--- config.mk ---
export PLATFORM = sky130hd
export DESIGN_NAME = frame_skip_pacer
export DESIGN_NICKNAME = d
export VERILOG_FILES = /design/src/sv/fsp_pkg.sv /design/src/sv/frame_skip_pacer.sv
export SDC_FILE = /design/constraint.sdc
export NUM_CORES = 2
export LEC_CHECK = 0
export BUFFER_PORTS_ARGS = -buffer_cell sky130_fd_sc_hd__buf_2
export CORE_UTILIZATION = 40
export DETAILED_ROUTE_END_ITERATION = 8
export SYNTH_ARGS = -nofsm -noshare
export SYNTH_HDL_FRONTEND = slang
export SYNTH_SLANG_ARGS = --single-unit
--- constraint.sdc ---
create_clock -name aclk -period 9.1 [get_ports aclk]
set_input_delay 2.275 -clock aclk [delete_from_list [all_inputs] [get_ports aclk]]
set_output_delay 2.275 -clock aclk [all_outputs]
set_load 0.03 [all_outputs]
--- src/sv/fsp_pkg.sv ---
package fsp_pkg;

    // Command codes carried in the input tuser
    typedef enum logic [1:0] {
        CMD_TICK  = 2'd0,
        CMD_BALL  = 2'd1,
        CMD_START = 2'd2
    } cmd_t;

    // Register indexes, byte address is 4 * index
    typedef enum logic [2:0] {
        REG_FPS      = 3'd0,
        REG_INTERVAL = 3'd1,
        REG_MAX_SKIP = 3'd2,
        REG_AUTO     = 3'd3,
        REG_REFRESH  = 3'd4
    } reg_idx_t;

    localparam int ADDR_W = 5;

    localparam logic [7:0] FPS_RESET      = 8'd60;
    localparam logic [9:0] INTERVAL_RESET = 10'd16;
    localparam logic [6:0] MAX_SKIP_RESET = 7'd2;
    localparam logic       AUTO_RESET     = 1'b1;
    localparam logic [9:0] REFRESH_RESET  = 10'd0;

    localparam int MS_PER_SEC = 1000;
    localparam logic [6:0] HOLD_LIMIT = 7'd80;

    // x / 1000 == (x * RECIP_32) >> 41, exact for any 32-bit x
    localparam logic [31:0] RECIP_32 = 32'd2199023256;
    localparam int          RECIP_32_SHIFT = 41;
    // x / 1000 == (x * RECIP_18) >> 28, exact for any 18-bit x
    localparam logic [18:0] RECIP_18 = 19'd268436;
    localparam int          RECIP_18_SHIFT = 28;

    typedef struct packed {
        cmd_t        cmd;
        logic [31:0] now_ms;
        logic [31:0] key_states;
        logic [31:0] ball_key_a;
        logic [7:0]  ball_time_a;
        logic [31:0] ball_key_b;
        logic [7:0]  ball_time_b;
    } item_t;

endpackage

--- src/sv/frame_skip_pacer.sv ---
// frame_skip_pacer
// Path: an accepted frame tick runs through the six-stage divide-by-1000 pipeline and the single
// decision stage that owns all pacing state, then its result beat is registered onto m_tvalid.
// Throughput: one beat per cycle while m_tready does not stall the output register.
// Reset: aresetn is synchronous, active low; clears all pacing state, the pipeline and
// puts the registers back to their power-on values (60 fps, 16 ms, 2 skips, auto on).
module frame_skip_pacer (
    input  logic                      aclk,
    input  logic                      aresetn,
    // input stream
    input  logic                      s_tvalid,
    output logic                      s_tready,
    // now_ms[31:0], key_states[63:32], ball_key_a[95:64], ball_time_a[103:96],
    // ball_key_b[135:104], ball_time_b[143:136]
    input  logic [143:0]              s_tdata,
    // cmd[1:0]
    input  logic [1:0]                s_tuser,
    // result stream
    output logic                      m_tvalid,
    input  logic                      m_tready,
    // merged_keys[31:0], wait_ms[41:32], zero pad[47:42]
    output logic [47:0]               m_tdata,
    // skip_render[0]
    output logic                      m_tuser,
    // configuration
    input  logic                      psel,
    input  logic                      penable,
    input  logic                      pwrite,
    input  logic [fsp_pkg::ADDR_W-1:0] paddr,
    input  logic [31:0]               pwdata,
    output logic [31:0]               prdata,
    output logic                      pready
);

    localparam int NSTG = 6;

    // ------------------------------------------------------------------
    // Configuration registers
    // ------------------------------------------------------------------
    logic [7:0] fps_reg;
    logic [9:0] interval_reg;
    logic [6:0] max_skip_reg;
    logic       auto_reg;
    logic [9:0] refresh_reg;
    logic       cfg_wr;

    assign pready = 1'b1;
    assign cfg_wr = psel && penable && pwrite && pready;

    always_ff @(posedge aclk) begin
        if (!aresetn) begin
            fps_reg      <= fsp_pkg::FPS_RESET;
            interval_reg <= fsp_pkg::INTERVAL_RESET;
            max_skip_reg <= fsp_pkg::MAX_SKIP_RESET;
            auto_reg     <= fsp_pkg::AUTO_RESET;
            refresh_reg  <= fsp_pkg::REFRESH_RESET;
        end else if (cfg_wr) begin
            unique case (paddr[4:2])
                fsp_pkg::REG_FPS:      fps_reg      <= pwdata[7:0];
                fsp_pkg::REG_INTERVAL: interval_reg <= pwdata[9:0];
                fsp_pkg::REG_MAX_SKIP: max_skip_reg <= pwdata[6:0];
                fsp_pkg::REG_AUTO:     auto_reg     <= pwdata[0];
                fsp_pkg::REG_REFRESH:  refresh_reg  <= pwdata[9:0];
                default: ;  // writes past the register list are dropped
            endcase
        end
    end

    always_comb begin
        unique case (paddr[4:2])
            fsp_pkg::REG_FPS:      prdata = {24'd0, fps_reg};
            fsp_pkg::REG_INTERVAL: prdata = {22'd0, interval_reg};
            fsp_pkg::REG_MAX_SKIP: prdata = {25'd0, max_skip_reg};
            fsp_pkg::REG_AUTO:     prdata = {31'd0, auto_reg};
            fsp_pkg::REG_REFRESH:  prdata = {22'd0, refresh_reg};
            default:               prdata = 32'd0;
        endcase
    end

    // ------------------------------------------------------------------
    // Pipeline flow control: each stage loads when empty or when the one
    // after it moves, so bubbles collapse and input keeps flowing into empty
    // stages while a result beat sits in the output register.
    // ------------------------------------------------------------------
    logic [NSTG:1]  vld_reg;
    logic [NSTG:1]  ld;
    logic           ld_out;
    logic           fire;
    fsp_pkg::item_t s_item;
    fsp_pkg::item_t itm_reg [1:NSTG];

    logic           m_valid_reg;

    always_comb begin
        ld_out   = !m_valid_reg || m_tready;
        ld[NSTG] = !vld_reg[NSTG] || ld_out;
        for (int k = NSTG - 1; k >= 1; k--) begin
            ld[k] = !vld_reg[k] || ld[k+1];
        end
    end

    assign s_tready = ld[1];
    assign fire     = vld_reg[NSTG] && ld_out;

    assign s_item.cmd         = fsp_pkg::cmd_t'(s_tuser);
    assign s_item.now_ms      = s_tdata[31:0];
    assign s_item.key_states  = s_tdata[63:32];
    assign s_item.ball_key_a  = s_tdata[95:64];
    assign s_item.ball_time_a = s_tdata[103:96];
    assign s_item.ball_key_b  = s_tdata[135:104];
    assign s_item.ball_time_b = s_tdata[143:136];

    // Front copy of the run start time. Only a start beat changes it and
    // beats stay in order, so subtracting at entry sees the same value the
    // decision stage would.
    logic [31:0] start_front_reg;

    always_ff @(posedge aclk) begin
        if (!aresetn) begin
            start_front_reg <= 32'd0;
        end else if (s_tvalid && s_tready && s_item.cmd == fsp_pkg::CMD_START) begin
            start_front_reg <= s_item.now_ms;
        end
    end

    always_ff @(posedge aclk) begin
        if (!aresetn) begin
            vld_reg <= '0;
        end else begin
            if (ld[1]) begin
                vld_reg[1] <= s_tvalid;
            end
            for (int k = 2; k <= NSTG; k++) begin
                if (ld[k]) begin
                    vld_reg[k] <= vld_reg[k-1];
                end
            end
        end
    end

    always_ff @(posedge aclk) begin
        if (ld[1]) begin
            itm_reg[1] <= s_item;
        end
        for (int k = 2; k <= NSTG; k++) begin
            if (ld[k]) begin
                itm_reg[k] <= itm_reg[k-1];
            end
        end
    end

    // ------------------------------------------------------------------
    // real frames = elapsed * fps / 1000, split as
    // elapsed = 1000*q + b  ->  real = q*fps + (b*fps)/1000
    // ------------------------------------------------------------------
    logic [31:0] el1_reg, el2_reg;
    logic [22:0] q2_reg, q3_reg;
    logic [9:0]  b3_reg;
    logic [30:0] m1_4_reg, m1_5_reg;
    logic [17:0] m2_4_reg;
    logic [8:0]  r5_reg;
    logic [30:0] real6_reg;

    logic [63:0] q_prod;
    logic [32:0] q_x1000;
    logic [31:0] rem;
    logic [36:0] r_prod;

    assign q_prod  = 64'(el1_reg) * 64'(fsp_pkg::RECIP_32);
    assign q_x1000 = 33'(q2_reg) * 33'(fsp_pkg::MS_PER_SEC);
    assign rem     = el2_reg - q_x1000[31:0];
    assign r_prod  = 37'(m2_4_reg) * 37'(fsp_pkg::RECIP_18);

    always_ff @(posedge aclk) begin
        if (ld[1]) begin
            el1_reg <= s_item.now_ms - start_front_reg;
        end
        if (ld[2]) begin
            el2_reg <= el1_reg;
            q2_reg  <= q_prod[63:fsp_pkg::RECIP_32_SHIFT];
        end
        if (ld[3]) begin
            q3_reg <= q2_reg;
            b3_reg <= rem[9:0];
        end
        if (ld[4]) begin
            m1_4_reg <= 31'(q3_reg) * 31'(fps_reg);
            m2_4_reg <= 18'(b3_reg) * 18'(fps_reg);
        end
        if (ld[5]) begin
            m1_5_reg <= m1_4_reg;
            r5_reg   <= r_prod[36:fsp_pkg::RECIP_18_SHIFT];
        end
        if (ld[6]) begin
            real6_reg <= m1_5_reg + 31'(r5_reg);
        end
    end

    // ------------------------------------------------------------------
    // Decision stage: owns all pacing and trackball state
    // ------------------------------------------------------------------
    logic [31:0] last_time_reg, last_time_next;
    logic [31:0] last_drawn_reg, last_drawn_next;
    logic [31:0] vframes_reg, vframes_next;
    logic [6:0]  skip_cnt_reg, skip_cnt_next;
    logic [31:0] held_key_reg [2];
    logic [31:0] held_key_next [2];
    logic [6:0]  hold_left_reg [2];
    logic [6:0]  hold_left_next [2];

    logic        tick_out;
    logic        skip_out;
    logic [31:0] keys_out;
    logic [9:0]  wait_out;

    fsp_pkg::item_t cur;
    assign cur = itm_reg[NSTG];

    always_comb begin
        logic [31:0] real32;
        logic [31:0] vf1;
        logic [31:0] delta;
        logic [31:0] ball_key [2];
        logic [7:0]  ball_time [2];
        logic [8:0]  hsum;
        logic [6:0]  hbase;
        logic [7:0]  cnt_inc;

        last_time_next  = last_time_reg;
        last_drawn_next = last_drawn_reg;
        vframes_next    = vframes_reg;
        skip_cnt_next   = skip_cnt_reg;
        held_key_next   = held_key_reg;
        hold_left_next  = hold_left_reg;
        tick_out        = 1'b0;
        skip_out        = 1'b0;
        keys_out        = cur.key_states;
        wait_out        = 10'd0;

        real32       = {1'b0, real6_reg};
        vf1          = vframes_reg + 32'd1;
        delta        = cur.now_ms - last_time_reg;
        ball_key[0]  = cur.ball_key_a;
        ball_key[1]  = cur.ball_key_b;
        ball_time[0] = cur.ball_time_a;
        ball_time[1] = cur.ball_time_b;
        hsum         = 9'd0;
        hbase        = 7'd0;
        cnt_inc      = 8'd0;

        unique case (cur.cmd)
            fsp_pkg::CMD_START: begin
                last_time_next  = cur.now_ms;
                last_drawn_next = 32'd0;
                vframes_next    = 32'd0;
                skip_cnt_next   = 7'd0;
            end
            fsp_pkg::CMD_BALL: begin
                for (int i = 0; i < 2; i++) begin
                    if (ball_key[i] != 32'd0) begin
                        // a different key restarts the hold time
                        hbase = (held_key_reg[i] != ball_key[i]) ? 7'd0 : hold_left_reg[i];
                        hsum  = 9'(hbase) + 9'(ball_time[i]);
                        held_key_next[i]  = ball_key[i];
                        hold_left_next[i] = (hsum > 9'(fsp_pkg::HOLD_LIMIT)) ?
                                            fsp_pkg::HOLD_LIMIT : hsum[6:0];
                    end
                end
            end
            fsp_pkg::CMD_TICK: begin
                tick_out     = 1'b1;
                vframes_next = vf1;
                if (real32 >= vf1) begin
                    // behind real time
                    if (real32 > vf1 && auto_reg && skip_cnt_reg < max_skip_reg) begin
                        skip_cnt_next = skip_cnt_reg + 7'd1;
                    end else begin
                        vframes_next = real32;
                        if (auto_reg) begin
                            skip_cnt_next = 7'd0;
                        end
                    end
                end else if (delta < 32'(interval_reg)) begin
                    // ahead: wait out the rest of the frame interval
                    wait_out = interval_reg - delta[9:0];
                end
                if (!auto_reg) begin
                    cnt_inc       = 8'(skip_cnt_next) + 8'd1;
                    skip_cnt_next = (cnt_inc > 8'(max_skip_reg)) ? 7'd0 : cnt_inc[6:0];
                end
                last_time_next = cur.now_ms;

                for (int i = 0; i < 2; i++) begin
                    if (hold_left_reg[i] != 7'd0) begin
                        hold_left_next[i] = hold_left_reg[i] - 7'd1;
                        keys_out          = keys_out | held_key_reg[i];
                    end
                end

                skip_out = (skip_cnt_next != 7'd0);
                if (!skip_out && refresh_reg != 10'd0) begin
                    if ((cur.now_ms - last_drawn_reg) < 32'(refresh_reg)) begin
                        skip_out = 1'b1;
                    end else begin
                        last_drawn_next = cur.now_ms;
                    end
                end
            end
            default: ;  // unused command: no state change, no beat
        endcase
    end

    always_ff @(posedge aclk) begin
        if (!aresetn) begin
            last_time_reg    <= 32'd0;
            last_drawn_reg   <= 32'd0;
            vframes_reg      <= 32'd0;
            skip_cnt_reg     <= 7'd0;
            held_key_reg[0]  <= 32'd0;
            held_key_reg[1]  <= 32'd0;
            hold_left_reg[0] <= 7'd0;
            hold_left_reg[1] <= 7'd0;
        end else if (fire) begin
            last_time_reg  <= last_time_next;
            last_drawn_reg <= last_drawn_next;
            vframes_reg    <= vframes_next;
            skip_cnt_reg   <= skip_cnt_next;
            held_key_reg   <= held_key_next;
            hold_left_reg  <= hold_left_next;
        end
    end

    // ------------------------------------------------------------------
    // Output register
    // ------------------------------------------------------------------
    logic        m_skip_reg;
    logic [31:0] m_keys_reg;
    logic [9:0]  m_wait_reg;

    always_ff @(posedge aclk) begin
        if (!aresetn) begin
            m_valid_reg <= 1'b0;
        end else if (ld_out) begin
            m_valid_reg <= fire && tick_out;
        end
    end

    always_ff @(posedge aclk) begin
        if (ld_out) begin
            m_skip_reg <= skip_out;
            m_keys_reg <= keys_out;
            m_wait_reg <= wait_out;
        end
    end

    assign m_tvalid = m_valid_reg;
    assign m_tuser  = m_skip_reg;
    assign m_tdata  = {6'd0, m_wait_reg, m_keys_reg};

endmodule

# Word level (Yosys, flattened, before mapping)

Memory sizes are Yosys's and may differ from the RTL's.
Cells that the tools add are included.

Output and inout bits: 84
Input bits: 190
Bits in read-only memories: 0
Memory bits (writable): 876
Bits in latches: 0
Register bits: 517
Memories: 1

Bitwise gates (word level): 4
Shift-type cells: 0
Multipliers: 5
Reduce and logical (&&, ||, !) cells: 48
Mux-type cells: 43
Equal/unequal tests: 15
$add $sub $neg: 13
Div/mod/pow operators: 0
Order comparisons: 8

Memories:

| memory  | words | width | rd ports | clocked after memory_dff | write ports | line                   | source |
|---|---|---|---|---|---|---|---|
| itm_reg | 6     | 146   | 6        | 0                        | 6           | frame_skip_pacer.sv:90 | `fsp_pkg::item_t itm_reg [1:NSTG];` |

Operators with widths:

| operator               | count |
|---|---|
| $mux 32                | 8 |
| $pmux 32 s2            | 2 |
| $mux 7                 | 15 |
| $sub 32x32->32         | 3 |
| $lt 32x10->1           | 2 |
| $ne 32x32->1           | 2 |
| $or 32x32->32          | 2 |
| $reduce_bool 32->1     | 2 |
| $mul 32x29->61 const B | 1 |
| $pmux 10 s5            | 1 |
| $mul 18x17->35 const B | 1 |
| $add 32x1->32 const B  | 1 |
| $ge 31x32->1           | 1 |
| $gt 31x32->1           | 1 |
| $add 31x9->31          | 1 |
| $mul 23x8->31          | 1 |
| $pmux 14 s2            | 1 |
| $mul 23x7->7 const B   | 1 |
| $reduce_bool 7->1      | 3 |
| $sub 10x10->10         | 2 |
| $add 7x8->9            | 2 |
| $gt 9x7->1 const B     | 2 |
| $mul 10x8->18          | 1 |
| $mux 1                 | 15 |
| 25 further kinds       | 65 |

# Depth between registers and ports, before layout

Depth in word-level cells: 17
Depth in mapped cells: 41

# Worst setup path after synthesis

Ideal clock, no wire load.

Path type: input port to output port
Start: in m_tready
End: out s_tready
Stages on the path: 6
Slack: 0.098 ns
Path buffers: 0
Data arrival time: 6.727 ns
Path through: nor2b_1 and3_1 and2_1 and3_1 and2_1 inv_1

Longest elaborated chain between the ends: 7

RTL lines:

| item                           | line                   | source |
|---|---|---|
| from (decl)                    | frame_skip_pacer.sv:20 | `input logic m_tready,` |
| $logic_or 1x1->1               | frame_skip_pacer.sv:95 | `ld_out = !m_valid_reg \|\| m_tready;` |
| $logic_or 1x1->1               | frame_skip_pacer.sv:96 | `ld[NSTG] = !vld_reg[NSTG] \|\| ld_out;` |
| $logic_or 1x1->1 (5 in series) | frame_skip_pacer.sv:98 | `ld[k] = !vld_reg[k] \|\| ld[k+1];` |
| to (decl)                      | frame_skip_pacer.sv:12 | `output logic s_tready,` |

No other way between the ends.

# Worst setup path in the final report

Start: reg el1_reg[17]
End: reg q2_reg[19], data pin

Longest elaborated chain between the ends: 1

RTL lines:

| item                   | line                    | source |
|---|---|---|
| from (decl)            | frame_skip_pacer.sv:156 | `logic [31:0] el1_reg, el2_reg;` |
| from (signal assigned) | frame_skip_pacer.sv:176 | `el1_reg <= s_item.now_ms - start_front_reg;` |
| $mul 32x29->61         | frame_skip_pacer.sv:169 | `assign q_prod = 64'(el1_reg) * 64'(fsp_pkg::RECIP_32);` |
| named net q_prod[60]   | frame_skip_pacer.sv:164 | `logic [63:0] q_prod;` |
| to (signal assigned)   | frame_skip_pacer.sv:180 | `q2_reg <= q_prod[63:fsp_pkg::RECIP_32_SHIFT];` |
| to (decl)              | frame_skip_pacer.sv:157 | `logic [22:0] q2_reg, q3_reg;` |

The timed path passes the listed nets, and every way through them passes these cells.
A chain may end at the register's enable or synchronous reset.

==> key figures <==
Outcome
  – Status: finished clean

Floorplanning
  – Row cnt: between 150 and 200
  – Full die area: about 200000 um2
  – Die width: between 400 and 500 um
  – Core area: between 150000 and 200000 um2
  – Starting Density: roughly two fifths
  – I/O pin count: around 270
  – Chip Height: 449.7 um

Drt
  – Met3 Wirelength: between 9 and 10 mm
  – Met2 wire length: ~85 mm
  – Initial DRT Pass Iterations: 5
  – Via count: ~48000
  – Post-Route WL: 184.1 mm
  – Post-route ant nets: 0
  – DRC Markers: 0
  – Vias per inst: ~5
  – Iteration-0 DRC Markers: 3175
  – Top Metal Used: met4
  – DR WL/cell: between 15 and 20 um
  – Post-Route M1 WL: around 86 mm

Clock network
  – Clock Latency Late Sink: roughly 780 ps
  – Total CTS buffers: 141
  – CTS Buffer Depth: 3
  – CTS tree: yes
  – CTS Hold Bufs: 0
  – Root buffer cell: clkbuf_16
  – CTS Sinks: roughly 1400
  – H-tree depth: 4
  – Clk slew on worst S/H paths: roughly 70 ps

Timing
  – Slew HR: between 10% and 20%
  – Fin crit share: between 90% and 100%
  – Hold WS: 387.4 ps
  – Final setup violation count: 0
  – Final Hold Vio Count: 0
  – Setup_tns: 0 ps
  – Worst-Margin Slew: roughly 1200 ps
  – Fin worst setup slack: between 500 and 600 ps
  – Clk_skew: between 50 and 60 ps
  – Slew Viols, Final: 0
  – RSZ-0062 raised after global routing: no
  – Tmin final: around 8500 ps
  – FMAX: about 120 MHz

Placed design
  – Post-DP HPWL: ~140 mm
  – Pre-CTS setup slack: 489.8 ps
  – GP Congestion: 0.8806
  – IO Port Bufs: between 200 and 250

Yosys
  – Syn Area/Cell: approximately 12 um2
  – Post-synth EDFFs: between 1000 and 1500
  – Cell count after synthesis: roughly 6500
  – Yosys warns: 0
  – Register area share after synthesis: 48.98%
  – FF+latch count, synth: 1393
  – Synth cell types: 90
  – Top FF cell, synth: edfxtp_1
  – Ys async rst share: 0%
  – Post-Syn Area: 80170 um2

Global route
  – Vias in the first global route: between 40000 and 50000
  – Pin count of the biggest net entering global routing: 92
  – GR Util All Layers: ~18%
  – Total grt overflow: 0
  – First-pass GRT wire length: ~290 mm
  – Antenna violations before repair: 31

Critical path
  – Most Frequent Cell on Critical Path: fa_1
  – Startpoint Class: flip-flop
  – Crit-path slowest cell: edfxtp_1
  – Crit path DAT: about 9000 ps
  – Critical Path End Type: flip-flop
  – Crit-path max FO: 8
  – CP Class: flip-flop to flip-flop
  – R2R Path Start: el1_reg[17]$_DFFE_PN_
  – Crit path required time: between 9000 and 10000 ps
  – Critical R2R Capture: q2_reg[19]$_DFFE_PP_
  – Reg2Reg Depth: 27
  – R2r setup slk: around 580 ps
  – CP peak stage delay: 760 ps

Finish
  – Nets: between 8000 and 9000
  – Storage cell area: between 30000 and 40000 um2
  – Share of layout cells above drive strength 1: under 10%
  – Multi-input logic area: 36770 um2
  – Area grow syn2layout: 11.55%
  – Filler cell count in the final layout: 17920
  – Max FFs per register: between 800 and 900

Min path
  – Min-delay src: itm_reg[0][282]$_DFFE_PN_
  – Hold Crit Endpoint: itm_reg[0][428]$_DFFE_PP_
  – HP Class: flip-flop to flip-flop
  – Hold path depth: 0

Run
  – Maxcap violations: 0
==> logic make-up after synthesis <==
family,count (synthesis),share of synthesized area (%)
DFF,1393,48.98
adders and majority gates,1363,26.22
and+or+nand+nor,1344,7.947
buffers and inverters,1105,5.365
AOI/OAI and AO/OA,910,7.333
xor gates and xnor gates,277,3.035
muxes,86,1.108
other,2,0.009367
==> synthesized netlist by cell type, types with 55 or more instances <==
cell / number / area share (%)
xnor2_1: 147 / 1.6
nor3_1: 55 / 0.34
nand2_1: 497 / 2.3
inv_1: 928 / 4.3
dfxtp_1: 256 / 6.4
edfxtp_1: 1137 / 43
xor2_1: 129 / 1.4
nor2_1: 282 / 1.3
mux2i_1: 82 / 1.0
fa_1: 529 / 13
and2_1: 154 / 1.2
nor2b_1: 65 / 0.51
nand3_1: 73 / 0.46
ha_1: 834 / 13
o21ai_0: 151 / 0.94
a22oi_1: 68 / 0.64
a21oi_1: 305 / 1.9
clkbuf_1: 128 / 0.60
==> routing by layer <==
metal  vias to the layer above  GRT usage (%)
li1                      22910              -
met1                     23850          25.94
met2                      1007          29.34
met3                       220          2.868
met4                         0          3.747
met5                         -              0
==> layout by cell type (no fill, tap or decap), types with 41 or more instances in the layout <==
master     Yosys  final
o21bai_1      54     54
buf_4         29     90
mux2i_1       82     82
clkbuf_16      0    141
o21ai_0      151    151
xnor2_1      147    147
o21a_1        42     42
fa_1         529    529
a21oi_1      305    305
edfxtp_1    1137   1137
and2_1       154    154
nand2_1      497    495
nand2b_1      41     41
nor2b_1       65     65
xor2_1       129    129
buf_2          5    220
a22oi_1       68     68
inv_1        928    923
nor2_1       282    279
ha_1         834    834
dfxtp_1      256    256
nor3_1        55     53
nor4_1        50     50
a21o_1        54     54
nand3_1       73     72
==> worst max-delay path, delay by kind of cell, from the launching register on <==
family          cells  cell delay (ps)
mux                 1              220
compound gates     12             2730
simple gates        1               80
buf+inv             4              460
flops               1              760
fa+ha+maj           9             4050
==> stage by stage <==
step / std cells / utilization (%) / instance area (um2)
6_report: 9555 / 45.11 / 89430
5_1_grt: 9547 / 45.10 / 89410
4_1_cts: 9544 / 45.10 / 89400
3_5_place_dp: 9281 / 42.69 / 84630
3_3_place_gp: 9281 / 42.69 / 84630
2_1_floorplan: 6507 / - / 80280
==> worst max-delay path by stage <==
stage	from	end	depth (start not counted)
6_report	el1_reg[17]$_DFFE_PN_	q2_reg[19]$_DFFE_PP_	27
5_1_grt	vframes_reg[0]$_SDFFE_PN0P_	last_drawn_reg[4]$_SDFFE_PN0P_	37
4_1_cts	el1_reg[18]$_DFFE_PN_	q2_reg[19]$_DFFE_PP_	27
3_5_place_dp	el1_reg[18]$_DFFE_PN_	q2_reg[19]$_DFFE_PP_	27
3_3_place_gp	el1_reg[18]$_DFFE_PN_	q2_reg[19]$_DFFE_PP_	27
2_1_floorplan	m_tready	s_tready	6
==> cell type report <==
| type | instances | area share [%] |
|---|---|---|
| inverters | 929 | 3.938 |
| repair buffers | 310 | 1.987 |
| clock buffers | 179 | 4.183 |
| clock inverters | 84 | 1.150 |
| multi-input cells | 4010 | 41.11 |
| flip-flops and latches | 1393 | 43.91 |
| well taps | 2640 | 3.693 |
| diodes | 10 | 0.02798 |
==> what timing repair did <==
item	in CTS	in global routing
resized for setup	0	2
setup endpoints to repair	0	31
setup buffers	0	0
Power is not shown: default switching activity piles up to over one toggle a cycle in this logic, so the estimate is an artifact.
